==> src/hw/rtl/dtmf_pkg.sv <==
`timescale 1ns / 1ps

package dtmf_pkg;

  localparam int unsigned IDX_W     = 17;  // phase index width, wraps here
  localparam int unsigned STEP_W    = 2;   // log2 of the phase step (4)
  localparam int unsigned ROM_AW    = 7;   // log2 of the sine table depth (128)
  localparam int unsigned POS_W     = IDX_W + STEP_W;
  localparam int unsigned FL_W      = 10;  // low-tone frequency width
  localparam int unsigned FH_W      = 11;  // high-tone frequency width
  localparam int unsigned PROD_W    = POS_W + FL_W;
  localparam int unsigned CFG_W     = 12;
  localparam int unsigned PERIOD_SH = ROM_AW - STEP_W;  // samples per high period, log2
  localparam int unsigned SMP_W     = 8;

  localparam logic [CFG_W-1:0] HIGH_PERIODS_RST = CFG_W'(64);

  typedef struct packed {
    logic busy;
    logic done;
  } unit_stat_t;

  localparam logic [FH_W-1:0] HIGH_HZ [4] = '{
    FH_W'(1209), FH_W'(1336), FH_W'(1477), FH_W'(1633)
  };

  localparam logic [FL_W-1:0] LOW_HZ [4] = '{
    FL_W'(697), FL_W'(770), FL_W'(852), FL_W'(941)
  };

  localparam logic [SMP_W-1:0] SINE_ROM [2**ROM_AW] = '{
    8'd128, 8'd134, 8'd140, 8'd146, 8'd152, 8'd158, 8'd165, 8'd170,
    8'd176, 8'd182, 8'd188, 8'd193, 8'd198, 8'd203, 8'd208, 8'd213,
    8'd218, 8'd222, 8'd226, 8'd230, 8'd234, 8'd237, 8'd240, 8'd243,
    8'd245, 8'd248, 8'd250, 8'd251, 8'd253, 8'd254, 8'd254, 8'd255,
    8'd255, 8'd255, 8'd254, 8'd254, 8'd253, 8'd251, 8'd250, 8'd248,
    8'd245, 8'd243, 8'd240, 8'd237, 8'd234, 8'd230, 8'd226, 8'd222,
    8'd218, 8'd213, 8'd208, 8'd203, 8'd198, 8'd193, 8'd188, 8'd182,
    8'd176, 8'd170, 8'd165, 8'd158, 8'd152, 8'd146, 8'd140, 8'd134,
    8'd128, 8'd121, 8'd115, 8'd109, 8'd103, 8'd97,  8'd90,  8'd85,
    8'd79,  8'd73,  8'd67,  8'd62,  8'd57,  8'd52,  8'd47,  8'd42,
    8'd37,  8'd33,  8'd29,  8'd25,  8'd21,  8'd18,  8'd15,  8'd12,
    8'd10,  8'd7,   8'd5,   8'd4,   8'd2,   8'd1,   8'd1,   8'd0,
    8'd0,   8'd0,   8'd1,   8'd1,   8'd2,   8'd4,   8'd5,   8'd7,
    8'd10,  8'd12,  8'd15,  8'd18,  8'd21,  8'd25,  8'd29,  8'd33,
    8'd37,  8'd42,  8'd47,  8'd52,  8'd57,  8'd62,  8'd67,  8'd73,
    8'd79,  8'd85,  8'd90,  8'd97,  8'd103, 8'd109, 8'd115, 8'd121
  };

endpackage

==> src/hw/rtl/dtmf_in_if.sv <==
`timescale 1ns / 1ps

interface dtmf_in_if;
  logic       valid;
  logic       ready;
  logic       command;
  logic [1:0] row;
  logic [1:0] col;

  modport source (output valid, output command, output row, output col, input ready);
  modport sink   (input valid, input command, input row, input col, output ready);
endinterface

==> src/hw/rtl/dtmf_out_if.sv <==
`timescale 1ns / 1ps

interface dtmf_out_if;
  logic                       valid;
  logic                       ready;
  logic [dtmf_pkg::SMP_W-1:0] sample;
  logic                       last;
  logic                       accepted;

  modport source (output valid, output sample, output last, output accepted, input ready);
  modport sink   (input valid, input sample, input last, input accepted, output ready);
endinterface

==> src/hw/rtl/dtmf_mul.sv <==
`timescale 1ns / 1ps

// Shift-add multiplier, one multiplier bit per cycle, MSB first.
module dtmf_mul (
  input  logic                        clk_i,
  input  logic                        rst_ni,
  input  logic                        start_i,
  input  logic [dtmf_pkg::POS_W-1:0]  mcand_i,
  input  logic [dtmf_pkg::FL_W-1:0]   mplier_i,
  output logic [dtmf_pkg::PROD_W-1:0] prod_o,
  output dtmf_pkg::unit_stat_t        stat_o
);

  localparam int unsigned CNT_W = $clog2(dtmf_pkg::FL_W + 1);

  logic [dtmf_pkg::PROD_W-1:0] acc_q, acc_d;
  logic [dtmf_pkg::POS_W-1:0]  mcand_q;
  logic [dtmf_pkg::FL_W-1:0]   mpl_q;
  logic [CNT_W-1:0]            cnt_q;
  logic                        busy_q, done_q;

  always_comb begin
    acc_d = {acc_q[dtmf_pkg::PROD_W-2:0], 1'b0};
    if (mpl_q[dtmf_pkg::FL_W-1]) begin
      acc_d = acc_d + dtmf_pkg::PROD_W'(mcand_q);
    end
  end

  always_ff @(posedge clk_i or negedge rst_ni) begin
    if (!rst_ni) begin
      acc_q   <= '0;
      mcand_q <= '0;
      mpl_q   <= '0;
      cnt_q   <= '0;
      busy_q  <= 1'b0;
      done_q  <= 1'b0;
    end else begin
      done_q <= 1'b0;
      if (start_i) begin
        acc_q   <= '0;
        mcand_q <= mcand_i;
        mpl_q   <= mplier_i;
        cnt_q   <= '0;
        busy_q  <= 1'b1;
      end else if (busy_q) begin
        acc_q <= acc_d;
        mpl_q <= {mpl_q[dtmf_pkg::FL_W-2:0], 1'b0};
        cnt_q <= cnt_q + CNT_W'(1);
        if (cnt_q == CNT_W'(dtmf_pkg::FL_W - 1)) begin
          busy_q <= 1'b0;
          done_q <= 1'b1;
        end
      end
    end
  end

  assign prod_o      = acc_q;
  assign stat_o.busy = busy_q;
  assign stat_o.done = done_q;

endmodule

==> src/hw/rtl/dtmf_div.sv <==
`timescale 1ns / 1ps

// Restoring divider, one quotient bit per cycle. Only the low quotient bits
// that address the sine table are kept, plus a nonzero-remainder flag.
module dtmf_div (
  input  logic                        clk_i,
  input  logic                        rst_ni,
  input  logic                        start_i,
  input  logic [dtmf_pkg::PROD_W-1:0] dividend_i,
  input  logic [dtmf_pkg::FH_W-1:0]   divisor_i,
  output logic [dtmf_pkg::ROM_AW-1:0] quot_o,
  output logic                        rem_nz_o,
  output dtmf_pkg::unit_stat_t        stat_o
);

  localparam int unsigned CNT_W = $clog2(dtmf_pkg::PROD_W);

  logic [dtmf_pkg::PROD_W-1:0] dvd_q;
  logic [dtmf_pkg::FH_W-1:0]   dvs_q;
  logic [dtmf_pkg::FH_W-1:0]   rem_q, rem_d;
  logic [dtmf_pkg::ROM_AW-1:0] quot_q;
  logic [CNT_W-1:0]            cnt_q;
  logic                        busy_q, done_q;
  logic [dtmf_pkg::FH_W:0]     trial;
  logic                        ge;

  always_comb begin
    trial = {rem_q, dvd_q[dtmf_pkg::PROD_W-1]};
    ge    = trial >= {1'b0, dvs_q};
    rem_d = ge ? dtmf_pkg::FH_W'(trial - {1'b0, dvs_q}) : trial[dtmf_pkg::FH_W-1:0];
  end

  always_ff @(posedge clk_i or negedge rst_ni) begin
    if (!rst_ni) begin
      dvd_q  <= '0;
      dvs_q  <= '0;
      rem_q  <= '0;
      quot_q <= '0;
      cnt_q  <= '0;
      busy_q <= 1'b0;
      done_q <= 1'b0;
    end else begin
      done_q <= 1'b0;
      if (start_i) begin
        dvd_q  <= dividend_i;
        dvs_q  <= divisor_i;
        rem_q  <= '0;
        quot_q <= '0;
        cnt_q  <= '0;
        busy_q <= 1'b1;
      end else if (busy_q) begin
        dvd_q  <= {dvd_q[dtmf_pkg::PROD_W-2:0], 1'b0};
        rem_q  <= rem_d;
        quot_q <= {quot_q[dtmf_pkg::ROM_AW-2:0], ge};
        cnt_q  <= cnt_q + CNT_W'(1);
        if (cnt_q == CNT_W'(dtmf_pkg::PROD_W - 1)) begin
          busy_q <= 1'b0;
          done_q <= 1'b1;
        end
      end
    end
  end

  assign quot_o      = quot_q;
  assign rem_nz_o    = |rem_q;
  assign stat_o.busy = busy_q;
  assign stat_o.done = done_q;

endmodule

==> src/hw/rtl/dtmf_tone_sample_generator.sv <==
`timescale 1ns / 1ps

// DTMF tone sample generator. A start transfer (command 1) latches row and
// column, unless a tone is playing, and moves to ST_RESULT, where one result
// with accepted telling whether the tone started is registered once the
// output register is free; the input is ready again after that. A tick
// transfer (command 0) while a tone plays returns one 8-bit sample: the
// bit-serial multiplier forms index*4*f_low, the product is handed to the
// restoring divider, which divides it by f_high one quotient bit per cycle,
// and in ST_RESULT the table entries are picked and the result is registered
// once the output register is free. The input is ready again after that, so
// a result still held in the output register stalls the next one in
// ST_RESULT. A tick while idle is dropped without a result. The input is
// taken only while no item is in work; a finished result waits in the output
// register without blocking the next transfer. The sample after which the
// index reaches high_periods*32 or more is flagged last and the tone then
// stops.
module dtmf_tone_sample_generator (
  input  logic                       clk_i,
  input  logic                       rst_ni,
  input  logic                       cfg_we_i,
  input  logic [dtmf_pkg::CFG_W-1:0] cfg_data_i,
  dtmf_in_if.sink                    in_i,
  dtmf_out_if.source                 out_o
);

  typedef enum logic [1:0] {ST_IDLE, ST_MUL, ST_DIV, ST_RESULT} state_e;

  state_e                       state_q;
  logic [dtmf_pkg::CFG_W-1:0]   high_periods_q;
  logic [dtmf_pkg::IDX_W-1:0]   idx_q;
  logic                         active_q;
  logic [1:0]                   high_sel_q, low_sel_q;
  logic                         pend_start_q, pend_ok_q;
  logic                         out_valid_q, out_last_q, out_acc_q;
  logic [dtmf_pkg::SMP_W-1:0]   out_sample_q;

  logic                         in_xfer, out_xfer, mul_start, load;
  logic [dtmf_pkg::PROD_W-1:0]  prod;
  logic [dtmf_pkg::ROM_AW-1:0]  quot, quot_up, hi_addr;
  logic                         rem_nz;
  dtmf_pkg::unit_stat_t         mul_stat, div_stat;
  logic [dtmf_pkg::SMP_W:0]     low_sum, mix_sum;
  logic [dtmf_pkg::IDX_W-1:0]   idx_next, limit;
  logic                         fin;

  assign in_i.ready = (state_q == ST_IDLE);
  assign in_xfer    = in_i.valid && in_i.ready;
  assign out_xfer   = out_valid_q && out_o.ready;
  assign mul_start  = in_xfer && !in_i.command && active_q;
  assign load       = (state_q == ST_RESULT) && (!out_valid_q || out_o.ready);

  dtmf_mul u_mul (
    .clk_i    (clk_i),
    .rst_ni   (rst_ni),
    .start_i  (mul_start),
    .mcand_i  ({idx_q, dtmf_pkg::STEP_W'(0)}),
    .mplier_i (dtmf_pkg::LOW_HZ[low_sel_q]),
    .prod_o   (prod),
    .stat_o   (mul_stat)
  );

  dtmf_div u_div (
    .clk_i      (clk_i),
    .rst_ni     (rst_ni),
    .start_i    (mul_stat.done),
    .dividend_i (prod),
    .divisor_i  (dtmf_pkg::HIGH_HZ[high_sel_q]),
    .quot_o     (quot),
    .rem_nz_o   (rem_nz),
    .stat_o     (div_stat)
  );

  // Floor and ceiling of the low-tone phase, wrapped to the table.
  assign quot_up = quot + dtmf_pkg::ROM_AW'(rem_nz);
  assign hi_addr = {idx_q[dtmf_pkg::PERIOD_SH-1:0], dtmf_pkg::STEP_W'(0)};

  always_comb begin
    low_sum = {1'b0, dtmf_pkg::SINE_ROM[quot]} + {1'b0, dtmf_pkg::SINE_ROM[quot_up]};
    mix_sum = {1'b0, dtmf_pkg::SINE_ROM[hi_addr]} + {1'b0, low_sum[dtmf_pkg::SMP_W:1]};
  end

  assign idx_next = idx_q + dtmf_pkg::IDX_W'(1);
  assign limit    = dtmf_pkg::IDX_W'({high_periods_q, dtmf_pkg::PERIOD_SH'(0)});
  assign fin      = idx_next >= limit;

  always_ff @(posedge clk_i or negedge rst_ni) begin
    if (!rst_ni) begin
      state_q        <= ST_IDLE;
      high_periods_q <= dtmf_pkg::HIGH_PERIODS_RST;
      idx_q          <= '0;
      active_q       <= 1'b0;
      high_sel_q     <= '0;
      low_sel_q      <= '0;
      pend_start_q   <= 1'b0;
      pend_ok_q      <= 1'b0;
      out_valid_q    <= 1'b0;
      out_sample_q   <= '0;
      out_last_q     <= 1'b0;
      out_acc_q      <= 1'b0;
    end else begin
      if (cfg_we_i) begin
        high_periods_q <= cfg_data_i;
      end
      if (out_xfer && !load) begin
        out_valid_q <= 1'b0;
      end
      case (state_q)
        ST_IDLE: begin
          if (in_xfer && in_i.command) begin
            pend_start_q <= 1'b1;
            pend_ok_q    <= !active_q;
            if (!active_q) begin
              low_sel_q  <= in_i.row;
              high_sel_q <= in_i.col;
              idx_q      <= '0;
              active_q   <= 1'b1;
            end
            state_q <= ST_RESULT;
          end else if (mul_start) begin
            pend_start_q <= 1'b0;
            state_q      <= ST_MUL;
          end
        end
        ST_MUL: begin
          if (mul_stat.done) begin
            state_q <= ST_DIV;
          end
        end
        ST_DIV: begin
          if (div_stat.done) begin
            state_q <= ST_RESULT;
          end
        end
        ST_RESULT: begin
          if (load) begin
            out_valid_q <= 1'b1;
            if (pend_start_q) begin
              out_sample_q <= '0;
              out_last_q   <= 1'b0;
              out_acc_q    <= pend_ok_q;
            end else begin
              out_sample_q <= mix_sum[dtmf_pkg::SMP_W:1];
              out_last_q   <= fin;
              out_acc_q    <= 1'b0;
              idx_q        <= idx_next;
              if (fin) begin
                active_q <= 1'b0;
              end
            end
            state_q <= ST_IDLE;
          end
        end
        default: state_q <= ST_IDLE;
      endcase
    end
  end

  assign out_o.valid    = out_valid_q;
  assign out_o.sample   = out_sample_q;
  assign out_o.last     = out_last_q;
  assign out_o.accepted = out_acc_q;

  a_units_exclusive : assert property (@(posedge clk_i) disable iff (!rst_ni)
    !(mul_stat.busy && div_stat.busy))
    else $error("multiplier and divider busy together");

  a_start_clears : assert property (@(posedge clk_i) disable iff (!rst_ni)
    (in_xfer && in_i.command && !active_q) |=> (active_q && idx_q == '0))
    else $error("accepted start did not arm the tone");

  a_last_stops : assert property (@(posedge clk_i) disable iff (!rst_ni)
    (load && !pend_start_q && fin) |=> !active_q)
    else $error("tone still active after last sample");

  a_start_result : assert property (@(posedge clk_i) disable iff (!rst_ni)
    (out_valid_q && out_acc_q) |-> (out_sample_q == '0 && !out_last_q))
    else $error("start result carries sample data");

endmodule

==> src/flat_wrapper.sv <==
// flat-port wrapper written by rule: the top's interface ports become plain ports
module dtmf_tone_sample_generator_flat 
  (clk_i, rst_ni, cfg_we_i, cfg_data_i, in_i_valid, in_i_command, in_i_row, in_i_col, in_i_ready, out_o_valid, out_o_sample, out_o_last, out_o_accepted, out_o_ready);
  dtmf_in_if in_i_i ();
  dtmf_out_if out_o_i ();
  input  logic clk_i;
  input  logic rst_ni;
  input  logic cfg_we_i;
  input  logic [dtmf_pkg::CFG_W-1:0] cfg_data_i;
  input wire logic [$bits(in_i_i.valid)-1:0] in_i_valid;
  input wire logic [$bits(in_i_i.command)-1:0] in_i_command;
  input wire logic [$bits(in_i_i.row)-1:0] in_i_row;
  input wire logic [$bits(in_i_i.col)-1:0] in_i_col;
  output wire logic [$bits(in_i_i.ready)-1:0] in_i_ready;
  output wire logic [$bits(out_o_i.valid)-1:0] out_o_valid;
  output wire logic [$bits(out_o_i.sample)-1:0] out_o_sample;
  output wire logic [$bits(out_o_i.last)-1:0] out_o_last;
  output wire logic [$bits(out_o_i.accepted)-1:0] out_o_accepted;
  input wire logic [$bits(out_o_i.ready)-1:0] out_o_ready;
  assign in_i_i.valid = in_i_valid;
  assign in_i_i.command = in_i_command;
  assign in_i_i.row = in_i_row;
  assign in_i_i.col = in_i_col;
  assign in_i_ready = in_i_i.ready;
  assign out_o_valid = out_o_i.valid;
  assign out_o_sample = out_o_i.sample;
  assign out_o_last = out_o_i.last;
  assign out_o_accepted = out_o_i.accepted;
  assign out_o_i.ready = out_o_ready;
  dtmf_tone_sample_generator u_core (.clk_i(clk_i), .rst_ni(rst_ni), .cfg_we_i(cfg_we_i), .cfg_data_i(cfg_data_i), .in_i(in_i_i), .out_o(out_o_i));
endmodule
==> config.mk <==
export PLATFORM = sky130hd
export DESIGN_NAME = dtmf_tone_sample_generator_flat
export DESIGN_NICKNAME = d
export VERILOG_FILES = /design/src/hw/rtl/dtmf_pkg.sv /design/src/hw/rtl/dtmf_in_if.sv /design/src/hw/rtl/dtmf_out_if.sv /design/src/hw/rtl/dtmf_mul.sv /design/src/hw/rtl/dtmf_div.sv /design/src/hw/rtl/dtmf_tone_sample_generator.sv /design/src/flat_wrapper.sv
export SDC_FILE = /design/constraint.sdc
export NUM_CORES = 1
export LEC_CHECK = 0
export ABC_CLOCK_PERIOD_IN_PS = 6380
export BUFFER_PORTS_ARGS = -buffer_cell sky130_fd_sc_hd__buf_2
export CORE_ASPECT_RATIO = 0.75
export CORE_MARGIN = 1.5
export CORE_UTILIZATION = 45
export DETAILED_ROUTE_END_ITERATION = 6
export GPL_TIMING_DRIVEN = 0
export PLACE_DENSITY = 0.67
export SYNTH_ARGS = -nofsm -noshare
export SYNTH_HDL_FRONTEND = slang
export SYNTH_HIERARCHICAL = 1
export SYNTH_SLANG_ARGS = --single-unit
export TNS_END_PERCENT = 1
==> constraint.sdc <==
create_clock -name clk_i -period 6.38 [get_ports clk_i]
set_clock_uncertainty 0.05 [all_clocks]
set_input_delay 1.276 -clock clk_i [delete_from_list [all_inputs] [get_ports clk_i]]
set_output_delay 1.276 -clock clk_i [all_outputs]
set_load 0.1 [all_outputs]
==> results of run 1 <==
## area by class of cell
| class | instances | area [sq um] |
|---|---|---|
| plain buffers | 101 | 423 |
| clock inverters | 11 | 105 |
| well taps | 399 | 499 |
| repair buffers | 34 | 203 |
| fillers | 2851 | 15000 |
| inverters | 82 | 308 |
| multi-input cells | 1271 | 8520 |
| clock buffers | 21 | 460 |
| flip-flops and latches | 178 | 4460 |
## sequential cells by signal, summed over array words and instances, names as in the netlist, 7 cells and up
signal                 count
u_core/u_div/dvd_q        29
u_core/u_mul/prod_o       29
u_core/u_mul/mcand_q      19
u_core/idx_q              17
u_core/high_periods_q     12
u_core/u_div/dvs_q        11
u_core/u_div/rem_q        11
u_core/u_mul/mpl_q        10
u_core/out_o.sample        8
u_core/u_div/quot_o        7
## report_power, final
group | switching (mW) | internal [mW] | leakage [nW]
Clock | 0.467 | 0.560 | 0.266
Sequential | 0.279 | 1.35 | 2.26
Combinational | 3.58 | 2.09 | 3.87
## path summary, 6_finish.rpt
path / endpoint / slack [ns] / start / cells after the start
max: u_core/out_o.sample[7] / 0.36 / u_core/u_div/rem_q[6] / 23
min: u_core/pend_ok_q / 0.44 / u_core/pend_ok_q / 2
max reg2reg: u_core/out_o.sample[7] / 0.36 / u_core/u_div/rem_q[6] / 23
min reg2reg: u_core/pend_ok_q / 0.44 / u_core/pend_ok_q / 2
max in group asynchronous: u_core/out_o.sample[4] / 4.64 / rst_ni / 2
min in group asynchronous: u_core/u_mul/cnt_q[1] / 0.71 / rst_ni / 1
## metrics by stage
step                      hold slack, ns  instances  setup slack [ns]  power [mW]
after floorplan                    0.397       1633              1.28        5.80
after global placement             0.415       2065            0.0284        7.07
after detailed placement           0.419       2066           -0.0138        7.11
after CTS                          0.436       2097             0.140        8.18
after global routing               0.468       2097            0.0112        9.02
final                              0.436       2097             0.357        8.33
## repair_timing
item	CTS	global route
hold buffers	0	0
setup endpoints to repair	1	4
gates resized for setup	0	16
## worst max-delay path, delay by kind of cell, from the launching register on
kind | cells | cell delay, ns
buf+inv | 1 | 0.08
compound gates | 11 | 2.24
fa+ha+maj | 5 | 2.03
flops | 1 | 0.44
xor+xnor | 1 | 0.19
simple gates | 5 | 0.84
## per-layer routing
layer	part of all wire, %	track usage (%)	vias up
met5	0	0	-
met4	1.5	5.88	0
met3	7.3	4.30	41
met2	41	32.5	480
met1	50	37.8	5948
li1	-	-	5962
==> results.md, run 1 <==
* DP Wirelength at approximately 27000 um
* Final net count at around 1800
* Pwr Density at about 560 nW/um^2
* Peak VDD IR at between 0.3 and 0.4 mV
* Critical Path End Type: register
* CORE AREA at ~30000 sq um
* Antenna Cells at 0
* FMAX at about 170 MHz
* Setup TNS at 0 ns
* First-pass iteration count of the detailed router at 6
* Mapped Avg Cell Area at ~8.4 sq um
* Detail Route Antenna Nets at 0
* Final setup viols at 0
* Synth warn at 6
* Post-DP Area at about 14000 sq um
* Final core occ at between 40% and 50%
* Most common library cell in the layout ignoring fill and taps: nand2_1
* Post-synthesis cell count at between 1500 and 2000
* Crit path launch type: register
* Initial Utilization at 45.5%
* GRT overflow at 0
* Postcts setup bufs at 0
* Crit path DAT at 6.29 ns
* Cell at the slowest stage of the critical path: ha_2
* Critical path required time at approximately 6.7 ns
* CTS tree: built
* Fin crit share at around 94%
* Die width at about 200 um
* Status: completed
* Final Hold Viols at 0
* Crit path max fanout at 11
* Critical path's largest stage delay at 0.52 ns
* Post-route minimum period at about 6 ns
* H-tree levels at 4
* Critical-path cell list: nor4_1 -> nand3_1 -> ha_4 -> ha_2 -> ha_2 -> or2_2 -> a21oi_1 -> a2111oi_1 -> a2111oi_0 -> a211oi_1 -> o211a_1 -> inv_1 -> fa_1 -> xnor2_1 -> fa_1 -> nand2_1 -> nand2_1 -> a21oi_1 -> o21bai_1 -> a21oi_1 -> o21bai_1 -> a21oi_1 -> o31ai_1
* Slew @ Worst Pin at about 0.84 ns
* IO Pins at 34
* CTS buffer count at 17
* Worst path most repeated cell: a21oi_1
* Setup Crit Path Kind: reg -> reg
* Antenna violations before repair at 0
* Clock Sinks at around 180
* Global-route wire length before repair at 60300 um
* Area Overhead vs Synth at 9.69%
* Max-Cap Viols at 0
* CTS Root Cell: clkbuf_16
* Worst skew pair latency at about 0.44 ns
* Leakage power at approximately 6.4 nW
* Total wire length at between 30000 and 40000 um
* GRT Util Overall at roughly a quarter
* Vias post-DR at 12400
* Clk slew on worst S/H paths at 0.07 ns
* Port Buffer Count at 33
* Drt via density at 5.93
* Share of cells above drive strength 1 at 8.95%
* Final Wtd Congestion at slightly above 0.9
* # rows at 55
* HP Class: reg -> reg
* Cell area after layout at ~15000 sq um
* Number of global-route vias before repair at 11400
* Max Slew Vio Count at 0
* Iteration-0 DRC Markers at about 1200
* Die H at 154 um
* Routed len/inst at 17.5 um
* Largest net degree at the start of global routing at 118
* Syn Std Cell Area at 13600 sq um
* RSZ-0062 raised after global routing: no
* Die area at 31400 sq um
* DRC violations left at 0
* CTS Buffer Depth at 2
* Most frequent cells in the layout: nand2_1, dfrtp_1, o21ai_0
* Slew margin rel. at 43.3%
Power figures use the tool's default switching activity.
==> run 2: changes to the inputs <==
CORE_UTILIZATION = 50   (was 45)
PLACE_DENSITY = 0.72   (was 0.67)
==> run 2 against run 1 <==
The run now ends with DRC left. Total power rose by 0.16%. Setup slack gained 0.15 ns. First-iteration DRC count is 19% higher. Core utilization increased by 5.5 points. Register-to-register slack gained 0.15 ns. Cell count decreased by 2.3%. Fmax grew 2.6%. Global-route usage increased by 2.0 points. Sequential power is essentially flat. Final area fell by 0.27%. Die area decreased by 9.8%. Hold slack better by 0.0014 ns. Highest routed layer unchanged.
==> results.md, run 2 (same netlist as run 1, synthesis figures left out) <==
* Status: finished with violations (was completed)
* Failing checks: DRC
* Final net count at 1819 (unchanged)
* DRC violations left at 2 (was 0)
* CTS Root Cell: clkbuf_16 (unchanged)
* Pwr Density at 559 nW/um^2 (was 556 nW/um^2)
* Most common library cell in the layout ignoring fill and taps: nand2_1 (unchanged)
* Die width at 194 um (was 204 um)
* Hold buffers post-CTS at 0 (unchanged)
* Number of global-route vias before repair at 11700 (was 11400)
* Leakage power at 6.41 nW (was 6.39 nW)
* H-tree levels at 4 (unchanged)
* CTS tree: built (unchanged)
* GRT overflow at 0 (unchanged)
* Cell depth of the worst flop-to-flop path at 24 (was 23)
* Peak VDD IR at 0.512 mV (was 0.359 mV)
* Max-Cap Viols at 0 (unchanged)
* Cell at the slowest stage of the critical path: ha_1 (was ha_2)
* Critical-path cell list: nor4_1 -> nand3_1 -> ha_4 -> ha_2 -> ha_1 -> nor2_1 -> or3_1 -> o211a_1 -> o311ai_0 -> o21ai_0 -> ha_1 -> nand3_1 -> nand2_1 -> a41o_1 -> nor2_1 -> ha_1 -> nand2_1 -> nand2_1 -> a21oi_1 -> o21bai_1 -> a21oi_1 -> o21bai_1 -> a21oi_1 -> o31ai_1 (was nor4_1 -> nand3_1 -> ha_4 -> ha_2 -> ha_2 -> or2_2 -> a21oi_1 -> a2111oi_1 -> a2111oi_0 -> a211oi_1 -> o211a_1 -> inv_1 -> fa_1 -> xnor2_1 -> fa_1 -> nand2_1 -> nand2_1 -> a21oi_1 -> o21bai_1 -> a21oi_1 -> o21bai_1 -> a21oi_1 -> o31ai_1)
* RSZ-0062 raised after global routing: no (unchanged)
* CTS Buffer Depth at 2 (unchanged)
* Share of cells above drive strength 1 at 8.66% (was 8.95%)
* Cell area after layout at 14900 sq um (was 15000 sq um)
* Most frequent cells in the layout: nand2_1, dfrtp_1, o21ai_0 (unchanged)
* Worst skew pair latency at 0.43 ns (was 0.44 ns)
* Iteration-0 DRC Markers at 1460 (was 1225)
* Die H at 146 um (was 154 um)
* Largest net degree at the start of global routing at 109 (was 118)
* Postcts setup bufs at 0 (unchanged)
* Global-route wire length before repair at 59900 um (was 60300 um)
* Final Hold Viols at 0 (unchanged)
* Clk slew on worst S/H paths at 0.07 ns (about the same)
* Origin of the critical flop-to-flop path: u_core/u_div/rem_q[6] (unchanged)
* GRT Util Overall at 25.8% (was 23.8%)
* Die area at 28300 sq um (was 31400 sq um)
* Max Slew Vio Count at 0 (unchanged)
* Slew margin rel. at 41.4% (was 43.3%)
* Crit path DAT at 6.13 ns (was 6.29 ns)
* Routed len/inst at 17.7 um (was 17.5 um)
* Crit path launch type: register (unchanged)
* Setup Crit Path Kind: reg -> reg (unchanged)
* Critical path origin: u_core/u_div/rem_q[6] (unchanged)
* Crit path max fanout at 11 (unchanged)
* Area Overhead vs Synth at 9.40% (was 9.69%)
* Final setup viols at 0 (unchanged)
* Antenna violations before repair at 1 (was 0)
* Critical Path End Type: register (unchanged)
* FMAX at 170 MHz (was 166 MHz)
* Vias post-DR at 12500 (was 12400)
* Reg2Reg Setup Slack at 0.51 ns (was 0.36 ns)
* Post-route minimum period at 5.87 ns (was 6.02 ns)
* Port Buffer Count at 33 (unchanged)
* Post-cts sizing count at 0 (unchanged)
* First-pass iteration count of the detailed router at 7 (was 6)
* Post-DP Area at 14300 sq um (was 14400 sq um)
* HP Class: reg -> reg (unchanged)
* Initial Utilization at 50.7% (was 45.5%)
* Total wire length at 36300 um (was 36700 um)
* Critical path's largest stage delay at 0.59 ns (was 0.52 ns)
* Critical path required time at 6.63 ns (was 6.65 ns)
* Antenna Cells at 0 (unchanged)
* Detail Route Antenna Nets at 0 (unchanged)
* # rows at 52 (was 55)
* Drt via density at 6.13 (was 5.93)
* Fin crit share at 92.0% (was 94.4%)
* Crit path capture: u_core/out_o.sample[7] (unchanged)
* Slew @ Worst Pin at 0.873 ns (was 0.845 ns)
* Final Wtd Congestion at 1.01 (was 0.922)
* FF-to-FF End: u_core/out_o.sample[7] (unchanged)
* CTS buffer count at 17 (unchanged)
* DP Wirelength at 26700 um (was 27200 um)
* IO Pins at 34 (unchanged)
* Clock Sinks at 178 (unchanged)
* Setup TNS at 0 ns (unchanged)
* CORE AREA at 26900 sq um (was 30000 sq um)
-- run 2: routing by layer --
metal | up-vias | routed length, um | GRT usage (%) | part of all wire [%]
li1 | 5966 | - | - | -
met1 | 5993 | 17300 | 39.2 | 48
met2 | 555 | 15300 | 37.8 | 42
met3 | 35 | 3370 | 5.50 | 9.3
met4 | 0 | 327 | 4.69 | 0.90
met5 | - | 0 | 0 | 0
-- run 2: where the power goes --
group | total [mW] | leakage (nW) | switching [mW] | internal [mW]
registers | 1.62 | 2.26 | 0.276 | 1.35
clock network | 1.07 | 0.287 | 0.437 | 0.637
logic | 5.65 | 3.87 | 3.57 | 2.08
total | 8.34 | 6.41 | 4.28 | 4.07
-- run 2: stage by stage --
step / hold WS [ns] / utilization (%) / power, mW / std cells / setup WS, ns
floorplan: 0.397 / - / 5.80 / 1633 / 1.28
global route: 0.474 / 55.4 / 9.03 / 2048 / 0.0368
CTS: 0.443 / 55.3 / 8.19 / 2049 / 0.219
global placement: 0.418 / 53.0 / 6.98 / 2017 / 0.214
detailed placement: 0.427 / 53.1 / 7.08 / 2018 / 0.248
finish: 0.438 / 55.4 / 8.34 / 2048 / 0.509
-- run 2: layout make-up --
type,instances,area [sq um]
flip-flops and latches,178,4460
clock inverters,8,129
fillers,2469,12000
plain buffers,101,423
repair buffers,34,203
clock buffers,23,468
inverters,82,308
well taps,351,439
multi-input cells,1271,8510
-- run 2: how the worst min path moves through the flow --
stage / depth (start not counted) / slack, ns / start / to
CTS: 2 / 0.44 / u_core/pend_ok_q / u_core/pend_ok_q
global placement: 2 / 0.42 / u_core/out_o.last / u_core/out_o.last
floorplan: 2 / 0.40 / u_core/pend_ok_q / u_core/pend_ok_q
global route: 2 / 0.47 / u_core/u_mul/prod_o[28] / u_core/u_div/dvd_q[28]
detailed placement: 2 / 0.43 / u_core/pend_ok_q / u_core/pend_ok_q
finish: 2 / 0.44 / u_core/u_mul/prod_o[28] / u_core/u_div/dvd_q[28]
-- run 2: critical path: cells and delay by family (launching register included) --
family	cells	cell delay, ns
adders and majority gates	5	1.91
AOI/OAI and AO/OA	10	1.79
and+or+nand+nor	9	1.54
DFF	1	0.44
==> run 3: changes to the inputs <==
==> constraint.sdc (replaced) <==
create_clock -name clk_i -period 6.38 [get_ports clk_i]
set_clock_uncertainty 0.05 [all_clocks]
set_input_delay 0.319 -clock clk_i [delete_from_list [all_inputs] [get_ports clk_i]]
set_output_delay 0.319 -clock clk_i [all_outputs]
set_load 0.1 [all_outputs]
==> run 3 against run 2 <==
The flow still finishes with violations (DRC). Global-route usage is essentially flat. Critical endpoint unchanged. Register-to-register slack hardly changed. Highest routed layer unchanged. Clock power barely moved.
==> results.md, run 3 (same netlist as run 1, synthesis figures left out) <==
* Clock Sinks at 178 (unchanged)
* Status: finished with violations (unchanged)
* Max-Cap Viols at 0 (unchanged)
* Largest net degree at the start of global routing at 109 (unchanged)
* Cell depth of the worst flop-to-flop path at 24 (unchanged)
* Pwr Density at 558 nW/um^2 (was 559 nW/um^2)
* Peak VDD IR at 0.512 mV (about the same)
* Min-delay src: cfg_data_i[10] (was u_core/u_mul/prod_o[28])
* IO Pins at 34 (unchanged)
* Final Wtd Congestion at 1.01 (unchanged)
* # rows at 52 (unchanged)
* Critical path required time at 6.63 ns (about the same)
* Slew margin rel. at 43.8% (was 41.4%)
* Crit path max fanout at 11 (unchanged)
* CTS Root Cell: clkbuf_16 (unchanged)
* Leakage power at 6.42 nW (was 6.41 nW)
* Antenna Cells at 0 (unchanged)
* First-pass iteration count of the detailed router at 7 (unchanged)
* Antenna violations before repair at 1 (unchanged)
* Initial Utilization at 50.7% (unchanged)
* Drt via density at 6.12 (was 6.13)
* Post-route minimum period at 5.87 ns (about the same)
* Detail Route Antenna Nets at 0 (unchanged)
* CTS Buffer Depth at 2 (unchanged)
* Worst skew pair latency at 0.43 ns (about the same)
* Hold Path Depth at 3 (was 2)
* Area of the multi-input gates at 8510 sq um (unchanged)
* Final net count at 1820 (was 1819)
* Die H at 146 um (unchanged)
* Slew @ Worst Pin at 0.837 ns (was 0.873 ns)
* Max Slew Vio Count at 0 (unchanged)
* Share of cells above drive strength 1 at 8.66% (about the same)
* Clk slew on worst S/H paths at 0.07 ns (about the same)
* Final core occ at 55.5% (was 55.4%)
* Final Hold Viols at 0 (unchanged)
* Vias post-DR at 12600 (was 12500)
* Crit path launch type: register (unchanged)
* FILL cells at 2468 (was 2469)
* Post-Place Setup Slack at 0.248 ns (unchanged)
* GRT overflow at 0 (unchanged)
* CORE AREA at 26900 sq um (unchanged)
* Reg2Reg Setup Slack at 0.51 ns (about the same)
* Setup Crit Path Kind: reg -> reg (unchanged)
* RSZ-0062 raised after global routing: no (unchanged)
* Register area at 4460 sq um (unchanged)
* DRC violations left at 1 (was 2)
* Routed len/inst at 17.7 um (about the same)
* GRT Util Overall at 25.8% (about the same)
* Origin of the critical flop-to-flop path: u_core/u_div/rem_q[6] (unchanged)
* HP Class: in -> reg (was reg -> reg)
* FMAX at 170 MHz (about the same)
* H-tree levels at 4 (unchanged)
* Iteration-0 DRC Markers at 1458 (was 1460)
* Postcts setup bufs at 0 (unchanged)
* Number of global-route vias before repair at 11700 (about the same)
* Hold Path End: u_core/high_periods_q[10] (was u_core/u_div/dvd_q[28])
* Die width at 194 um (unchanged)
* DP Wirelength at 26700 um (unchanged)
* Crit path DAT at 6.13 ns (about the same)
* Most frequent cells in the layout: nand2_1, dfrtp_1, o21ai_0 (unchanged)
* Critical Path End Type: register (unchanged)
* Area Overhead vs Synth at 9.47% (was 9.40%)
* Total wire length at 36200 um (was 36300 um)
* CTS buffer count at 17 (unchanged)
* CTS tree: built (unchanged)
* Die area at 28300 sq um (unchanged)
* Most common library cell in the layout ignoring fill and taps: nand2_1 (unchanged)
* Failing checks: DRC (unchanged)
* Global-route wire length before repair at 60000 um (was 59900 um)
* FF-to-FF End: u_core/out_o.sample[7] (unchanged)
* Setup TNS at 0 ns (unchanged)
* Final setup viols at 0 (unchanged)
* Setup ws final at 0.510 ns (was 0.509 ns)
* Fin crit share at 92.0% (about the same)
* Port Buffer Count at 33 (unchanged)
==> run 3: cell types whose count changed in the layout (fill, tap and decap cells not counted) <==
cell           previous run  this run
dlygate4sd3_1             0         1
==> run 3: worst max-delay path by stage <==
stage / start / end / slack [ns] / depth (start not counted)
after global routing: u_core/u_div/rem_q[6] / u_core/out_o.sample[7] / 0.04 / 23
after floorplan: u_core/u_div/rem_q[6] / u_core/out_o.sample[7] / 1.28 / 25
after CTS: u_core/u_div/rem_q[6] / u_core/out_o.sample[7] / 0.22 / 25
after global placement: u_core/u_div/rem_q[6] / u_core/out_o.sample[7] / 0.21 / 25
final: u_core/u_div/rem_q[6] / u_core/out_o.sample[7] / 0.51 / 24
after detailed placement: u_core/u_div/rem_q[6] / u_core/out_o.sample[7] / 0.25 / 25
==> run 3: worst max-delay path, stage by stage (launching register included) <==
cell and delay, ns:
dfrtp_1 0.44, nor4_1 0.29, nand3_1 0.27, ha_4 0.27, ha_2 0.38, ha_1 0.58, nor2_1 0.20, or3_1 0.37
o211a_1 0.13, o311ai_0 0.24, o21ai_0 0.16, ha_1 0.39, nand3_1 0.11, nand2_1 0.05, a41o_1 0.27, nor2_1 0.13
ha_1 0.29, nand2_1 0.10, nand2_1 0.05, a21oi_1 0.21, o21bai_1 0.10, a21oi_1 0.25, o21bai_1 0.09, a21oi_1 0.24
o31ai_1 0.09
==> run 3: per-stage QoR <==
stage | total power [mW] | hold WS, ns | std cells | area [sq um]
after detailed placement | 7.08 | 0.266 | 2018 | 14300
final | 8.33 | 0.0419 | 2049 | 14900
after floorplan | 5.80 | -0.0266 | 1633 | 13700
after global routing | 9.03 | 0.0386 | 2049 | 14900
after CTS | 8.19 | 0.0294 | 2050 | 14900
after global placement | 6.98 | 0.418 | 2017 | 14300
==> run 3: cell type report <==
cell class / instances / area share, %
Inverter: 82 / 2.06
Tap cell: 351 / 2.94
Timing Repair Buffer: 35 / 1.42
Clock buffer: 23 / 3.13
Multi-Input combinational cell: 1271 / 56.9
Sequential cell: 178 / 29.8
Buffer: 101 / 2.83
Clock inverter: 8 / 0.863
==> run 3: repair_timing <==
item / in CTS / in global routing
hold buffers: 1 / 0
gates resized for setup: 0 / 16
hold endpoints to repair: 70 / 0
endpoints found under the setup margin: 0 / 3
==> run 3: metal layers <==
metal / vias up / GRT usage (%) / wire length [um] / share of wire, %
met5: - / 0 / 0 / 0
met4: 0 / 4.69 / 291 / 0.80
met3: 32 / 5.50 / 3450 / 9.5
met2: 591 / 37.8 / 15200 / 42
met1: 5964 / 39.2 / 17300 / 48
li1: 5963 / - / - / -
==> run 3: where the power goes <==
group	internal [mW]	switching (mW)	total (mW)
Clock	0.637	0.435	1.07
Sequential	1.35	0.277	1.62
Combinational	2.08	3.56	5.64
Total	4.07	4.27	8.33
